**config.mk**
```make
export PLATFORM = sky130hd
export DESIGN_NAME = servo_pwm_deadband_sync_core
export DESIGN_NICKNAME = d
export VERILOG_FILES = /design/src/rtl/spwm_pkg.sv /design/src/rtl/spwm_ram.sv /design/src/rtl/spwm_conv.sv /design/src/rtl/servo_pwm_deadband_sync_core.sv
export SDC_FILE = /design/constraint.sdc
export NUM_CORES = 1
export LEC_CHECK = 0
export ABC_AREA = 1
export ABC_CLOCK_PERIOD_IN_PS = 11550
export BUFFER_PORTS_ARGS = -buffer_cell sky130_fd_sc_hd__buf_2
export CAP_MARGIN = 20
export CORE_ASPECT_RATIO = 0.6
export CORE_MARGIN = 1
export CORE_UTILIZATION = 55
export DETAILED_ROUTE_END_ITERATION = 8
export HOLD_SLACK_MARGIN = 0.1
export PLACE_DENSITY = 0.81
export SLEW_MARGIN = 25
export SYNTH_ARGS = -nofsm -noshare
export SYNTH_HDL_FRONTEND = slang
export SYNTH_SLANG_ARGS = --single-unit
```
**constraint.sdc**
```tcl
create_clock -name clk -period 11.55 [get_ports clk]
set_input_delay 1.155 -clock clk [delete_from_list [all_inputs] [get_ports clk]]
set_output_delay 1.155 -clock clk [all_outputs]
set_load 0.01 [all_outputs]
```
**src/rtl/spwm_pkg.sv**
```systemverilog
package spwm_pkg;

    localparam int TICK_W     = 12;
    localparam int US_W       = 16;
    localparam int FREQ_W     = 11;
    localparam int CHAN_W     = 4;
    localparam int GRP_W      = 2;
    localparam int REGADDR_W  = 7;
    localparam int CFG_IDX_W  = 4;
    localparam int CFG_DATA_W = 12;
    localparam int PROD_W     = US_W + FREQ_W;

    typedef logic [TICK_W-1:0]     tick_t;
    typedef logic [US_W-1:0]       us_t;
    typedef logic [FREQ_W-1:0]     freq_t;
    typedef logic [CHAN_W-1:0]     chan_t;
    typedef logic [GRP_W-1:0]      grp_t;
    typedef logic [REGADDR_W-1:0]  regaddr_t;
    typedef logic [CFG_IDX_W-1:0]  cfgidx_t;
    typedef logic [CFG_DATA_W-1:0] cfgdata_t;
    typedef logic [PROD_W-1:0]     prod_t;

    localparam int SERVO_COUNT_DEF = 16;
    localparam int GROUP_COUNT_DEF = 4;
    localparam int MAX_RESULTS     = 4;
    localparam int CNT_W           = $clog2(MAX_RESULTS + 1);

    localparam int OFF_BASE = 8;

    localparam tick_t THR_RESET  = tick_t'(5);
    localparam freq_t FREQ_RESET = freq_t'(60);
    localparam tick_t TICK_MAX   = tick_t'(4095);

    // ticks = floor(p * 4096 / 1e6) = floor((p << 6) / 15625) for p below 1e6
    localparam prod_t SAT_LIMIT   = prod_t'(1000000);
    localparam int    DIV_SHIFT   = 6;
    localparam int    X_W         = 26;
    localparam int    DIV_D       = 15625;
    localparam int    RECIP_SHIFT = 26;
    localparam int    RECIP_W     = 13;
    localparam logic [RECIP_W-1:0] RECIP_M = RECIP_W'((2 ** RECIP_SHIFT) / DIV_D);

    localparam cfgidx_t REG_SYNC_THRESHOLD = cfgidx_t'(0);
    localparam cfgidx_t REG_PWM_FREQUENCY  = cfgidx_t'(1);

    localparam logic FUNC_SET  = 1'b0;
    localparam logic FUNC_SYNC = 1'b1;

    typedef struct packed {
        logic  valid;
        tick_t ticks;
    } conv_t;

endpackage

```
**src/rtl/spwm_ram.sv**
```systemverilog
module spwm_ram #(
    parameter int WIDTH = spwm_pkg::TICK_W,
    parameter int DEPTH = spwm_pkg::SERVO_COUNT_DEF
) (
    input  logic                     clk,
    input  logic                     we,
    input  logic [$clog2(DEPTH)-1:0] waddr,
    input  logic [WIDTH-1:0]         wdata,
    input  logic                     re,
    input  logic [$clog2(DEPTH)-1:0] raddr,
    output logic [WIDTH-1:0]         rdata
);

    logic [WIDTH-1:0] mem [DEPTH];
    logic [WIDTH-1:0] rdata_reg;

    always_ff @(posedge clk)
    begin
        if (we)
        begin
            mem[waddr] <= wdata;
        end
        if (re)
        begin
            rdata_reg <= mem[raddr];
        end
    end

    assign rdata = rdata_reg;

endmodule

```
**src/rtl/spwm_conv.sv**
```systemverilog
module spwm_conv (
    input  logic            clk,
    input  logic            rst_n,
    input  logic            in_valid,
    input  spwm_pkg::us_t   pulse_us,
    input  spwm_pkg::freq_t freq,
    output spwm_pkg::conv_t conv_out
);

    localparam int X_W = spwm_pkg::X_W;
    localparam int QM_W = X_W + spwm_pkg::RECIP_W;
    localparam int R_W = X_W + 1;

    logic                    s1_valid_reg;
    spwm_pkg::prod_t         p_reg;
    logic                    s2_valid_reg;
    logic                    sat_reg;
    logic [X_W-1:0]          x_reg;
    spwm_pkg::tick_t         q0_reg;

    logic [X_W-1:0]          x_next;
    logic [QM_W-1:0]         qm;
    logic [R_W-1:0]          q0d;
    logic [R_W-1:0]          rem;
    spwm_pkg::tick_t         q;

    // stage 1: microseconds times frequency
    always_ff @(posedge clk or negedge rst_n)
    begin
        if (!rst_n)
        begin
            s1_valid_reg <= 1'b0;
            s2_valid_reg <= 1'b0;
        end
        else
        begin
            s1_valid_reg <= in_valid;
            s2_valid_reg <= s1_valid_reg;
        end
    end

    always_ff @(posedge clk)
    begin
        p_reg   <= spwm_pkg::prod_t'(pulse_us) * spwm_pkg::prod_t'(freq);
        sat_reg <= p_reg >= spwm_pkg::SAT_LIMIT;
        x_reg   <= x_next;
        q0_reg  <= qm[spwm_pkg::RECIP_SHIFT +: spwm_pkg::TICK_W];
    end

    // stage 2: reciprocal estimate, at most one below the true quotient
    assign x_next = {p_reg[X_W-spwm_pkg::DIV_SHIFT-1:0], {spwm_pkg::DIV_SHIFT{1'b0}}};
    assign qm = QM_W'(x_next) * QM_W'(spwm_pkg::RECIP_M);

    // stage 3: one correction step, then saturation
    assign q0d = R_W'(q0_reg) * R_W'(spwm_pkg::DIV_D);
    assign rem = R_W'(x_reg) - q0d;
    assign q   = (rem >= R_W'(spwm_pkg::DIV_D)) ? q0_reg + spwm_pkg::tick_t'(1) : q0_reg;

    assign conv_out.valid = s2_valid_reg;
    assign conv_out.ticks = sat_reg ? spwm_pkg::TICK_MAX : q;

endmodule

```
**src/rtl/servo_pwm_deadband_sync_core.sv**
```systemverilog
// set item: accepted, then busy while the tick conversion pipeline runs
// sync item: busy while it makes one table read per
// member through the two tick memories, stopping early after the fourth write
// each result is a one-cycle strobe pulse, at most one per cycle, the last one in the
// first cycle with busy low; results cannot be stalled; one item at a time
// rst_n clears control state and valid bits, sets config defaults; no clearing pass
module servo_pwm_deadband_sync_core #(
    parameter int SERVO_COUNT = spwm_pkg::SERVO_COUNT_DEF,
    parameter int GROUP_COUNT = spwm_pkg::GROUP_COUNT_DEF
) (
    input  logic                 clk,
    input  logic                 rst_n,
    input  logic                 start,
    output logic                 busy,
    input  logic                 func,
    input  spwm_pkg::chan_t      servo_index,
    input  spwm_pkg::us_t        pulse_us,
    input  spwm_pkg::grp_t       group_index,
    output logic                 strobe,
    output spwm_pkg::chan_t      channel,
    output spwm_pkg::regaddr_t   register_address,
    output spwm_pkg::tick_t      off_ticks,
    output logic                 last,
    input  logic                 cfg_valid,
    output logic                 cfg_ready,
    input  spwm_pkg::cfgidx_t    cfg_index,
    input  spwm_pkg::cfgdata_t   cfg_data
);

    localparam int AW = $clog2(SERVO_COUNT);
    localparam int IW = $clog2(SERVO_COUNT + GROUP_COUNT);
    localparam int CW = spwm_pkg::CNT_W;

    localparam logic [1:0] ST_IDLE  = 2'd0;
    localparam logic [1:0] ST_CONV  = 2'd1;
    localparam logic [1:0] ST_SCAN  = 2'd2;
    localparam logic [1:0] ST_FLUSH = 2'd3;

    logic [1:0]             state_reg, state_next;
    spwm_pkg::tick_t        thr_reg;
    spwm_pkg::freq_t        freq_reg;

    logic [AW-1:0]          set_addr_reg;
    logic                   set_ok_reg;

    logic [IW-1:0]          idx_reg, idx_next;
    logic                   rd_valid_reg, rd_valid_next;
    logic [AW-1:0]          rd_idx_reg, rd_idx_next;
    logic                   req_vld_rd_reg, wr_vld_rd_reg;
    logic                   pend_valid_reg, pend_valid_next;
    logic [AW-1:0]          pend_idx_reg, pend_idx_next;
    spwm_pkg::tick_t        pend_ticks_reg, pend_ticks_next;
    logic [CW-1:0]          count_reg, count_next;

    logic [SERVO_COUNT-1:0] req_vld_reg, wr_vld_reg;

    logic                   strobe_reg;
    spwm_pkg::chan_t        channel_reg;
    spwm_pkg::regaddr_t     regaddr_reg;
    spwm_pkg::tick_t        ticks_reg;
    logic                   last_reg;

    logic                   accept;
    spwm_pkg::conv_t        conv_out;
    logic                   issue;
    logic [AW-1:0]          rd_addr;
    spwm_pkg::tick_t        req_q, wr_q, r_val, w_val, diff;
    logic                   hit;
    logic                   req_we, wr_we;
    logic                   emit;
    logic [AW-1:0]          emit_idx;
    spwm_pkg::tick_t        emit_ticks;
    logic                   emit_last;

    assign busy      = state_reg != ST_IDLE;
    assign accept    = start && !busy;
    assign cfg_ready = 1'b1;

    always_ff @(posedge clk or negedge rst_n)
    begin
        if (!rst_n)
        begin
            thr_reg  <= spwm_pkg::THR_RESET;
            freq_reg <= spwm_pkg::FREQ_RESET;
        end
        else if (cfg_valid)
        begin
            case (cfg_index)
                spwm_pkg::REG_SYNC_THRESHOLD: thr_reg  <= cfg_data;
                spwm_pkg::REG_PWM_FREQUENCY:  freq_reg <= cfg_data[spwm_pkg::FREQ_W-1:0];
                default: ;
            endcase
        end
    end

    spwm_conv u_conv (
        .clk      (clk),
        .rst_n    (rst_n),
        .in_valid (accept && func == spwm_pkg::FUNC_SET),
        .pulse_us (pulse_us),
        .freq     (freq_reg),
        .conv_out (conv_out)
    );

    assign req_we = conv_out.valid && set_ok_reg;

    spwm_ram #(
        .WIDTH (spwm_pkg::TICK_W),
        .DEPTH (SERVO_COUNT)
    ) u_req_ram (
        .clk   (clk),
        .we    (req_we),
        .waddr (set_addr_reg),
        .wdata (conv_out.ticks),
        .re    (issue),
        .raddr (rd_addr),
        .rdata (req_q)
    );

    spwm_ram #(
        .WIDTH (spwm_pkg::TICK_W),
        .DEPTH (SERVO_COUNT)
    ) u_wr_ram (
        .clk   (clk),
        .we    (wr_we),
        .waddr (rd_idx_reg),
        .wdata (r_val),
        .re    (issue),
        .raddr (rd_addr),
        .rdata (wr_q)
    );

    // entries never written read as zero
    assign r_val = req_vld_rd_reg ? req_q : '0;
    assign w_val = wr_vld_rd_reg ? wr_q : '0;
    assign diff  = (r_val > w_val) ? r_val - w_val : w_val - r_val;
    assign hit   = state_reg == ST_SCAN && rd_valid_reg && diff > thr_reg;
    assign wr_we = hit;

    assign issue   = state_reg == ST_SCAN && idx_reg < IW'(SERVO_COUNT);
    assign rd_addr = idx_reg[AW-1:0];

    always_comb
    begin
        state_next      = state_reg;
        idx_next        = idx_reg;
        rd_valid_next   = 1'b0;
        rd_idx_next     = rd_idx_reg;
        pend_valid_next = pend_valid_reg;
        pend_idx_next   = pend_idx_reg;
        pend_ticks_next = pend_ticks_reg;
        count_next      = count_reg;
        emit            = 1'b0;
        emit_idx        = pend_idx_reg;
        emit_ticks      = pend_ticks_reg;
        emit_last       = 1'b0;
        unique case (state_reg)
            ST_IDLE:
            begin
                if (accept)
                begin
                    if (func == spwm_pkg::FUNC_SET)
                    begin
                        state_next = ST_CONV;
                    end
                    else if (int'(group_index) < GROUP_COUNT)
                    begin
                        state_next      = ST_SCAN;
                        idx_next        = IW'(group_index);
                        pend_valid_next = 1'b0;
                        count_next      = '0;
                    end
                end
            end
            ST_CONV:
            begin
                if (conv_out.valid)
                begin
                    state_next = ST_IDLE;
                end
            end
            ST_SCAN:
            begin
                if (issue)
                begin
                    rd_valid_next = 1'b1;
                    rd_idx_next   = rd_addr;
                    idx_next      = idx_reg + IW'(GROUP_COUNT);
                end
                else
                begin
                    state_next = ST_FLUSH;
                end
                if (hit)
                begin
                    // the held write goes out once a later one proves it is not last
                    emit            = pend_valid_reg;
                    pend_valid_next = 1'b1;
                    pend_idx_next   = rd_idx_reg;
                    pend_ticks_next = r_val;
                    count_next      = count_reg + CW'(1);
                    if (count_next == CW'(spwm_pkg::MAX_RESULTS))
                    begin
                        state_next    = ST_FLUSH;
                        rd_valid_next = 1'b0;
                    end
                end
            end
            ST_FLUSH:
            begin
                emit            = pend_valid_reg;
                emit_last       = 1'b1;
                pend_valid_next = 1'b0;
                count_next      = '0;
                state_next      = ST_IDLE;
            end
            default:
            begin
                state_next = ST_IDLE;
            end
        endcase
    end

    always_ff @(posedge clk or negedge rst_n)
    begin
        if (!rst_n)
        begin
            state_reg      <= ST_IDLE;
            rd_valid_reg   <= 1'b0;
            pend_valid_reg <= 1'b0;
            count_reg      <= '0;
            req_vld_reg    <= '0;
            wr_vld_reg     <= '0;
            strobe_reg     <= 1'b0;
        end
        else
        begin
            state_reg      <= state_next;
            rd_valid_reg   <= rd_valid_next;
            pend_valid_reg <= pend_valid_next;
            count_reg      <= count_next;
            strobe_reg     <= emit;
            if (req_we)
            begin
                req_vld_reg[set_addr_reg] <= 1'b1;
            end
            if (wr_we)
            begin
                wr_vld_reg[rd_idx_reg] <= 1'b1;
            end
        end
    end

    always_ff @(posedge clk)
    begin
        idx_reg        <= idx_next;
        rd_idx_reg     <= rd_idx_next;
        pend_idx_reg   <= pend_idx_next;
        pend_ticks_reg <= pend_ticks_next;
        if (issue)
        begin
            req_vld_rd_reg <= req_vld_reg[rd_addr];
            wr_vld_rd_reg  <= wr_vld_reg[rd_addr];
        end
        if (accept)
        begin
            set_addr_reg <= AW'(servo_index);
            set_ok_reg   <= int'(servo_index) < SERVO_COUNT;
        end
        if (emit)
        begin
            channel_reg <= spwm_pkg::chan_t'(emit_idx);
            regaddr_reg <= spwm_pkg::regaddr_t'(spwm_pkg::OFF_BASE + 4 * int'(emit_idx));
            ticks_reg   <= emit_ticks;
            last_reg    <= emit_last;
        end
    end

    assign strobe           = strobe_reg;
    assign channel          = channel_reg;
    assign register_address = regaddr_reg;
    assign off_ticks        = ticks_reg;
    assign last             = last_reg;

    a_strobe_from_sync: assert property (@(posedge clk) disable iff (!rst_n)
        strobe_reg |-> ($past(state_reg) == ST_SCAN || $past(state_reg) == ST_FLUSH))
        else $error("result outside a sync");

    a_conv_only_in_set: assert property (@(posedge clk) disable iff (!rst_n)
        conv_out.valid |-> state_reg == ST_CONV)
        else $error("conversion result outside a set item");

    a_count_bound: assert property (@(posedge clk) disable iff (!rst_n)
        count_reg <= CW'(spwm_pkg::MAX_RESULTS))
        else $error("too many writes in one sync");

    // a new item may be taken in the cycle that carries the last write
    a_last_ends_item: assert property (@(posedge clk) disable iff (!rst_n)
        (strobe_reg && last_reg) |-> state_reg == ST_IDLE ##1 !strobe_reg)
        else $error("result after last");

    a_idle_clean: assert property (@(posedge clk) disable iff (!rst_n)
        state_reg == ST_IDLE |-> !rd_valid_reg && !pend_valid_reg)
        else $error("sync state left behind");

endmodule

```
### After elaboration in Yosys (flattened, before gate mapping)

Memories as Yosys holds them, arrays and structs flattened. A register that Yosys moved wholly into a read port is not among the register bits.
Index checks and enable logic that the tools add are counted.

* multiplexer cells: 43
* equality and inequality tests: 10
* multiply operators: 3
* bitwise gates (word level): 3
* reduce and logical (&&, ||, !) cells: 20
* $lt $le $gt $ge: 10
* add/subtract/negate cells: 7

Operator list (count)
* two-way mux 12 bit: 5
* bitwise OR 16 bit: 2
* multiplier 20 x 12 -> 31 bit (second input constant): 1
* >= comparator 27 x 14 -> 1 bit (second input constant): 1
* >= comparator 27 x 20 -> 1 bit (second input constant): 1
* multiplier 16 x 11 -> 27 bit: 1
* subtractor 26 x 26 -> 27 bit: 1
* multiplier 12 x 14 -> 26 bit (second input constant): 1
* > comparator 12 bit: 2
* subtractor 12 bit: 2
* two-way mux 1 bit: 17
* < comparator 4 x 5 -> 1 bit (second input constant): 3
* two-way mux 5 bit: 3
* adder 12 x 1 -> 12 bit (second input constant): 1
* two-way mux 2 bit: 6
* case mux 5 bit (2 select lines): 1
* AND reduction 2 bit: 5
* two-way mux 3 bit: 3
* case mux 3 bit (3 select lines): 1
* binary-select mux 1 bit (select 4 bit): 2
* demux 1 bit (select 4 bit): 2
* >= comparator 4 x 1 -> 1 bit (second input constant): 2
* inequality test 2 bit (second input constant): 4
* case mux 2 bit (4 select lines): 1
* 19 further kinds: 28

* word-level logic and storage cells: 124
* memories: 2
* memory bits (writable): 384
* bits of input ports: 43
* register bits: 180

Memories
* u_req_ram.mem: words 16, width 12, read ports 1, clocked after memory_dff 1, wr ports 1, line spwm_ram.sv:14 `logic [WIDTH-1:0] mem [DEPTH];`
* u_wr_ram.mem: words 16, width 12, read ports 1, clocked after memory_dff 1, wr ports 1, line spwm_ram.sv:14

### Depth between registers and ports, before layout

Gate-level depths: netlist of the first run.

* depth in word-level cells: 7
* gate-level depth with buffers: 31

### Cells and area by module

Synthesis of the first run repeated with hierarchy kept, for this count alone.

* cells, all modules: 4267
* area, all modules: 38727.1 um^2

Modules (own cells, without submodules)
* spwm_ram: sequential area each 6125.9 um^2, area each 8682.1 um^2, cells each 813, instances 2
* spwm_conv: sequential area each 1251.2 um^2, area each 15200.8 um^2, cells each 1941, instances 1
* servo_pwm_deadband_sync_core: sequential area each 3145.5 um^2, area each 6162.2 um^2, cells each 700, instances 1

### Least setup slack after synthesis of the first run

Ideal clock, no wire load.

* path type: in2reg
* from: in pulse_us[7]
* to: reg u_conv.p_reg[26]
* data arrival time: 5.665 ns
* stages on the path: 23
* setup time: 0.072 ns
* slack: 5.813 ns
* buffers on the path: 2
* cells stage by stage: clkbuf_1 nand2_1 fa_1 inv_1 fa_1 inv_1 fa_1 inv_1 fa_1 inv_1 fa_1 inv_1 ha_1 clkbuf_1 a21oi_1 o21ai_1 a21oi_1 o21ai_1 nand3_1 nand2_1 nand4_1 o21ai_1 xor2_1

* cells in the longest elaborated chain, start to end: 1

RTL lines
* start, declared: line servo_pwm_deadband_sync_core.sv:17 `input spwm_pkg::us_t pulse_us,`
* multiplier 16 x 11 -> 27 bit: line spwm_conv.sv:44 `p_reg <= spwm_pkg::prod_t'(pulse_us) * spwm_pkg::prod_t'(freq);`
* end signal, assigned: line spwm_conv.sv:44
* end, declared: line spwm_conv.sv:15 `spwm_pkg::prod_t p_reg;`

No other way between the ends.
A chain may end at the register's enable or synchronous reset.

==> results.md, run 1 <==
- Status: finished, final reports clean
- Initial antenna violation count: 7
- HP Class: flop to flop
- Clock slew at reported path FFs: 70 ps
- Post-synth cell types: 57
- Slew HR: 30.31%
- Post-route cell area: 40200 sq um
- Largest net degree at the start of global routing: 94
- TritonCTS clock tree: done
- CP required: 11840 ps
- H-tree levels: 2
- Least-Margin Pin Slew: 1045 ps
- Synthesized area per cell: 10.16 sq um
- Area of the multi-input gates: 17310 sq um
- Final core utilization: 60.29%
- Initial DRT Pass Iterations: 8
- Most used DFF post-synth: edfxtp_1
- CTS buffer count: 52
- Layout Cells excl Fill: 4625
- Overall global routing resource usage: 27.11%
- Final setup viols: 0
- Die X: 338.2 um
- Routed vias: 25630
- Fin crit share: 57.38%
- Yosys Warn Count: 0
- Crit path kind: flop to flop
- Port bufs: 66
- Post-CTS Hold Buffers: 0
- Layout cells sized above 1: 7.467%
- Placed Cells incl. Taps: 4525
- Clock Sink Count: 585
- First-pass GRT wire length: 142700 um
- Initial Util: 55.95%
- Area growth syn-to-layout: 7.761%
- FILL cells: 5406
- Clk_lat worst skew: 620 ps
- Fin Setup TNS: 0 ps
- Post-CTS sizing: 0
- Register Area: 16650 sq um
- DRT iter0 DRCs: 2845
- Final hold violations: 0
- Dpl hpwl: 67740 um
- Asr flop ratio synth: 11.11%
- Gr ovfl total: 0
- DP Area: 38400 sq um
- Post-CTS Setup Inserts: 0
- #FFs+latches synth: 585
- Post-synth EDFFs: 460
- Syn Inst Count: 3670
- Via/cell ratio: 5.542
- CP arrival: 6910 ps
- Critical Path Start Type: flop
- CORE AREA: 66680 sq um
- Final net count: 4266
- Number of global-route vias before repair: 24750
- Drt wl/cell: 19.93 um
- Die area: 68910 sq um
- Post-Syn Area: 37300 sq um
- RSZ-0062 raised after global routing: no
- Detailed-route wire length: 92180 um
- Max-cap check violation count: 0
- Die Ht: 203.7 um
- Rows: 73
- Area contributors post-synth: edfxtp_1 (37%), fa_1 (12%), ha_1 (11%)
- Worst reg-to-reg path cell count: 27
- Final clock skew: 30.50 ps
- Sequential fraction of the synthesis area: 44.63%
- Residual DRC: 0
- I/O Pins: 70
- Hold Crit Depth: 0
- Fin crit period: 6628 ps
- RePlAce Congestion: 0.9836
- Bufs on Longest Clock Path: 3
- Pins over their slew limit: 0
- Yosys top cell by area: edfxtp_1
- Crit. End Element: flop
- Highest Clock Rate: 0.1509 GHz
- Post-DRT Antenna Nets: 0
- Max FO, Critical Path: 16
- Area share of the largest cell type after synthesis: 37.03%
- Clk root buf: clkbuf_16
==> stage by stage <==
stage                     hold WS [ps]  worst slack, ps
after global routing             381.6             4558
final                            369.8             4922
after CTS                        373.2             5059
after floorplan                  331.2             5813
after detailed placement         355.5             5052
after global placement           332.4             5230
==> synthesized netlist by cell type (4+ instances only) <==
library cell  instances
a21o_1                7
a21oi_1             216
buf_1                 7
buf_2                17
buf_4                 4
buf_6                 4
clkbuf_1             98
dfrtp_1              59
dfstp_2               6
dfxtp_1              60
edfxtp_1            460
fa_1                224
ha_1                319
inv_1               756
inv_2                12
mux2i_1              96
nand2_1             545
nand2_2              18
nand3_1             102
nand3_2               5
nand3b_1              6
nand4_1              24
nor2_1              114
nor2_2               10
nor2_4                5
nor3_1               17
nor4_1                5
o211ai_1             99
o21a_1                4
o21ai_0             221
o21ai_1               9
o21bai_1             18
o221ai_1              4
or2_2                18
xnor2_1              17
xor2_1               51
==> kinds of logic (layout without fill, tap and decap cells) <==
kind of cell,after synthesis,after routing,share of synthesized area (%)
AOI/OAI and AO/OA,596,596,9.036
muxes,96,96,2.576
adders and majority gates,543,543,22.72
buffers and inverters,902,954,9.301
xor gates and xnor gates,68,68,1.597
DFF,585,585,44.63
and+or+nand+nor,878,878,10.12
other,2,5,0.02013
==> routing by layer <==
| metal | vias up | share of wire (%) | wire (um) | GRT usage, % |
|---|---|---|---|---|
| li1 | 11990 | - | - | - |
| met1 | 12300 | 46 | 42250 | 41.17 |
| met2 | 1231 | 38 | 34950 | 35.68 |
| met3 | 110 | 15 | 13510 | 11.51 |
| met4 | 6 | 1.6 | 1444 | 5.146 |
| met5 | - | 0.034 | 31 | 0 |
==> worst paths after layout <==
check	slack, ps	startpoint	to
max in group asynchronous	10030	rst_n	req_vld_reg[13]
max reg2reg	4920	u_conv.q0_reg[1]	u_req_ram.mem[1][6]
max	4920	u_conv.q0_reg[1]	u_req_ram.mem[1][6]
min	370	u_conv.s1_valid_reg	u_conv.s2_valid_reg
min in group asynchronous	430	rst_n	thr_reg[11]
min reg2reg	370	u_conv.s1_valid_reg	u_conv.s2_valid_reg
==> layout by cell type (no fill, tap or decap), types with 8 or more instances in the layout <==
cell type | Yosys | layout
nand2_2 | 18 | 18
nor2_1 | 114 | 86
o21ai_0 | 221 | 221
clkinv_2 | 1 | 9
o21bai_1 | 18 | 18
nand4_1 | 24 | 24
nand3_1 | 102 | 102
o21ai_1 | 9 | 9
nor2_4 | 5 | 15
fa_1 | 224 | 224
clkbuf_1 | 98 | 17
a21oi_1 | 216 | 216
xor2_1 | 51 | 51
dfxtp_1 | 60 | 60
nand2_1 | 545 | 545
dfrtp_1 | 59 | 59
mux2i_1 | 96 | 96
xnor2_1 | 17 | 17
clkbuf_16 | 0 | 53
buf_2 | 17 | 65
or2_2 | 18 | 18
inv_2 | 12 | 13
inv_1 | 756 | 755
buf_4 | 4 | 21
edfxtp_1 | 460 | 460
nor2_2 | 10 | 28
clkbuf_8 | 1 | 8
ha_1 | 319 | 319
o211ai_1 | 99 | 99
nor3_1 | 17 | 17
==> critical path, stage by stage (launching register included) <==
cell and delay (ps):
dfxtp_1 580, inv_1 250, fa_1 550, xor2_1 190, ha_1 290, inv_1 40
ha_1 270, inv_1 50, fa_1 510, inv_1 70, fa_1 520, inv_1 40
ha_1 370, nand2_1 170, inv_1 50, nand2_1 60, nand2_1 70, a21oi_1 160
nand2_2 110, nand2_1 70, nand2_1 90, nand2_1 90, inv_1 40, nor2_1 90
nand2_1 70, a21oi_2 600, nand3_1 190, nand3_1 680
==> layout make-up <==
class                   instances  area share (%)
multi-input cells            2184           43.06
flip-flops and latches        585           41.41
inverters                     770           7.193
clock buffers                  78           3.732
well taps                     900           2.801
repair buffers                 87           1.229
clock inverters                19          0.5571
diodes                          2         0.01245
Power of run 1 is not shown: default switching activity piles up to over one toggle a cycle in this logic, so the estimate is an artifact.
==> run 2: changes to the inputs <==
--- a/config.mk
+++ b/config.mk
@@ -6,7 +6,7 @@
 export NUM_CORES = 1
 export LEC_CHECK = 0
 export ABC_AREA = 1
-export ABC_CLOCK_PERIOD_IN_PS = 11550
+export ABC_CLOCK_PERIOD_IN_PS = 5800
 export BUFFER_PORTS_ARGS = -buffer_cell sky130_fd_sc_hd__buf_2
 export CAP_MARGIN = 20
 export CORE_ASPECT_RATIO = 0.6
@@ -14,7 +14,7 @@
 export CORE_UTILIZATION = 55
 export DETAILED_ROUTE_END_ITERATION = 8
 export HOLD_SLACK_MARGIN = 0.1
-export PLACE_DENSITY = 0.81
+export PLACE_DENSITY = 0.84
 export SLEW_MARGIN = 25
 export SYNTH_ARGS = -nofsm -noshare
 export SYNTH_HDL_FRONTEND = slang
==> constraint.sdc (replaced) <==
create_clock -name clk -period 5.8 [get_ports clk]
set_input_delay 0.58 -clock clk [delete_from_list [all_inputs] [get_ports clk]]
set_output_delay 0.58 -clock clk [all_outputs]
set_load 0.01 [all_outputs]
==> run 2 against run 1 <==
Effect of this change:
- critical path depth stayed put
- sequential share of layout area is 0.95 points lower
- via count is 3.5% higher
- first-iteration DRC count is 20% higher
- worst setup slack worse by 4800 ps
- wire length is 4.2% higher
- core utilization is 1.4 points higher
- critical path type unchanged
==> results.md, run 2 (synthesized netlist as in run 1, its figures left out) <==
- Status: finished, final reports clean
- Worst path slowest cell: fa_1
- Initial DRT Pass Iterations: 6
- Die area: 68910 sq um
- RePlAce Congestion: 1.008
- Residual DRC: 0
- Crit-path leading delay family: adder cells
- Gr ovfl total: 0
- Rows: 73
- Clock Sink Count: 585
- H-tree levels: 2
- Grt peak-use layer: met1
- CP peak stage delay: 550 ps
- Reg2reg end: u_req_ram.mem[11][1]
- DP Area: 39130 sq um
- Register Area: 16650 sq um
- Ant. Diodes: 0
- Final worst setup slack: 142.3 ps
- Crit path capture: u_req_ram.mem[11][1]
- Number of global-route vias before repair: 25730
- Initial antenna violation count: 3
- Pre-CTS WS: 77.48 ps
- Largest net degree at the start of global routing: 167
- Area growth syn-to-layout: 10.33%
- CP required: 6160 ps
- Drt wl/cell: 20.42 um
- Hold Slack: 154.2 ps
- Pins over their slew limit: 0
- Final hold violations: 0
- Hold Crit Depth: 1
- Post-route cell area: 41160 sq um
- Die X: 338.2 um
- Clk_lat worst skew: 630 ps
- CTS buffer count: 53
- Highest Clock Rate: 0.1768 GHz
- Clock slew at reported path FFs: 70 ps
- Crit. End Element: flop
- HP Class: primary input to flop
- FILL cells: 5158
- Detailed-route wire length: 96020 um
- First-pass GRT wire length: 147900 um
- CORE AREA: 66680 sq um
- Met2 Usage GRT: 39.18%
- Post-DRT Antenna Nets: 0
- Most common cell after layout, fill and taps aside: inv_1
- Max-cap check violation count: 0
- Routed vias: 26520
- Fin crit share: 97.55%
- Final clock skew: 29.60 ps
- Final setup viols: 0
- Clk root buf: clkbuf_16
- TritonCTS clock tree: done
- DRT iter0 DRCs: 3402
- Final net count: 4344
- Critical Path Start Type: flop
- Worst reg-to-reg setup slack: 140 ps
- Bufs and invs on worst path: 10
- FF-to-FF Start: u_conv.q0_reg[8]
- Bufs on Longest Clock Path: 3
- Overall global routing resource usage: 27.89%
- Least-Margin Pin Slew: 1135 ps
- Most frequent cells in the layout: inv_1 (755), nand2_1 (543), edfxtp_1 (460), ha_1 (315), fa_1 (224)
- Worst path most repeated cell: inv_1
- Via/cell ratio: 5.642
- Initial Util: 55.95%
- Layout cells sized above 1: 9.629%
- Max FO, Critical Path: 16
- Worst reg-to-reg path cell count: 27
- Port bufs: 66
- WP depth: 27
- Area of the multi-input gates: 17370 sq um
- Met3 usage: 7.839%
- Critical path startpoint: u_conv.q0_reg[8]
- Dpl hpwl: 68950 um
- CP arrival: 6020 ps
- Slew HR: 24.23%
- Crit path kind: flop to flop
- GR Layer Usage met1: 43.03%
- Die Ht: 203.7 um
- Fin crit period: 5658 ps
- I/O Pins: 70
run 2: changes by cell type in the layout (fill, tap and decap cells not counted), moves of 5 or more:
| cell | previous run | this run |
|---|---|---|
| buf_12 | 0 | 17 |
| buf_4 | 21 | 78 |
| bufinv_16 | 4 | 9 |
| clkbuf_1 | 17 | 8 |
| clkbuf_8 | 8 | 1 |
| clkinv_1 | 1 | 10 |
| nor2_1 | 86 | 91 |
run 2: worst reg2reg max path, delay by kind of cell, from the launching register on:
family	cells	cell delay, ps
compound gates	1	220
fa+ha+maj	6	2700
buf+inv	10	910
flops	1	350
simple gates	10	1220
run 2: layout make-up:
| type | instances | share of cell area [%] |
|---|---|---|
| inverter | 770 | 7.025 |
| timing repair buffer | 163 | 3.119 |
| clock inverter | 35 | 1.064 |
| tap | 900 | 2.736 |
| sequential | 585 | 40.46 |
| clock buffer | 63 | 3.390 |
| multi-input combinational | 2185 | 42.20 |
run 2: what timing repair did:
| action | in CTS | in global routing |
|---|---|---|
| hold buffers | 0 | 1 |
| setup buffers | 0 | 2 |
| resized for setup | 0 | 27 |
| endpoints found under the hold margin | 0 | 59 |
| setup endpoints to repair | 0 | 252 |
run 2: metal layers:
layer	up-vias	wire length [um]	share of wire, %
li1	12150	-	-
met1	12640	42470	44
met2	1595	38360	40
met3	140	13660	14
met4	0	1540	1.6
met5	-	0	0
run 2: worst min path at each step:
| stage | from | to | slack [ps] |
|---|---|---|---|
| 2_1_floorplan | rst_n | count_reg[0] | 280 |
| 3_3_place_gp | u_conv.s1_valid_reg | u_conv.s2_valid_reg | 330 |
| 3_5_place_dp | u_conv.s1_valid_reg | u_conv.s2_valid_reg | 350 |
| 4_1_cts | servo_index[2] | set_addr_reg[2] | 130 |
| 5_1_grt | servo_index[2] | set_addr_reg[2] | 130 |
| 6_report | servo_index[2] | set_addr_reg[2] | 150 |
run 2: metrics by stage:
| stage | TNS [ps] | std cells | utilization [%] |
|---|---|---|---|
| floorplan | 0 | 3671 | - |
| finish | 0 | 4701 | 61.73 |
| global route | -253.9 | 4701 | 61.73 |
| detailed placement | 0 | 4599 | 58.69 |
| global placement | 0 | 4599 | 58.69 |
| CTS | 0 | 4697 | 61.44 |
Power of run 2 is left out for the same reason.
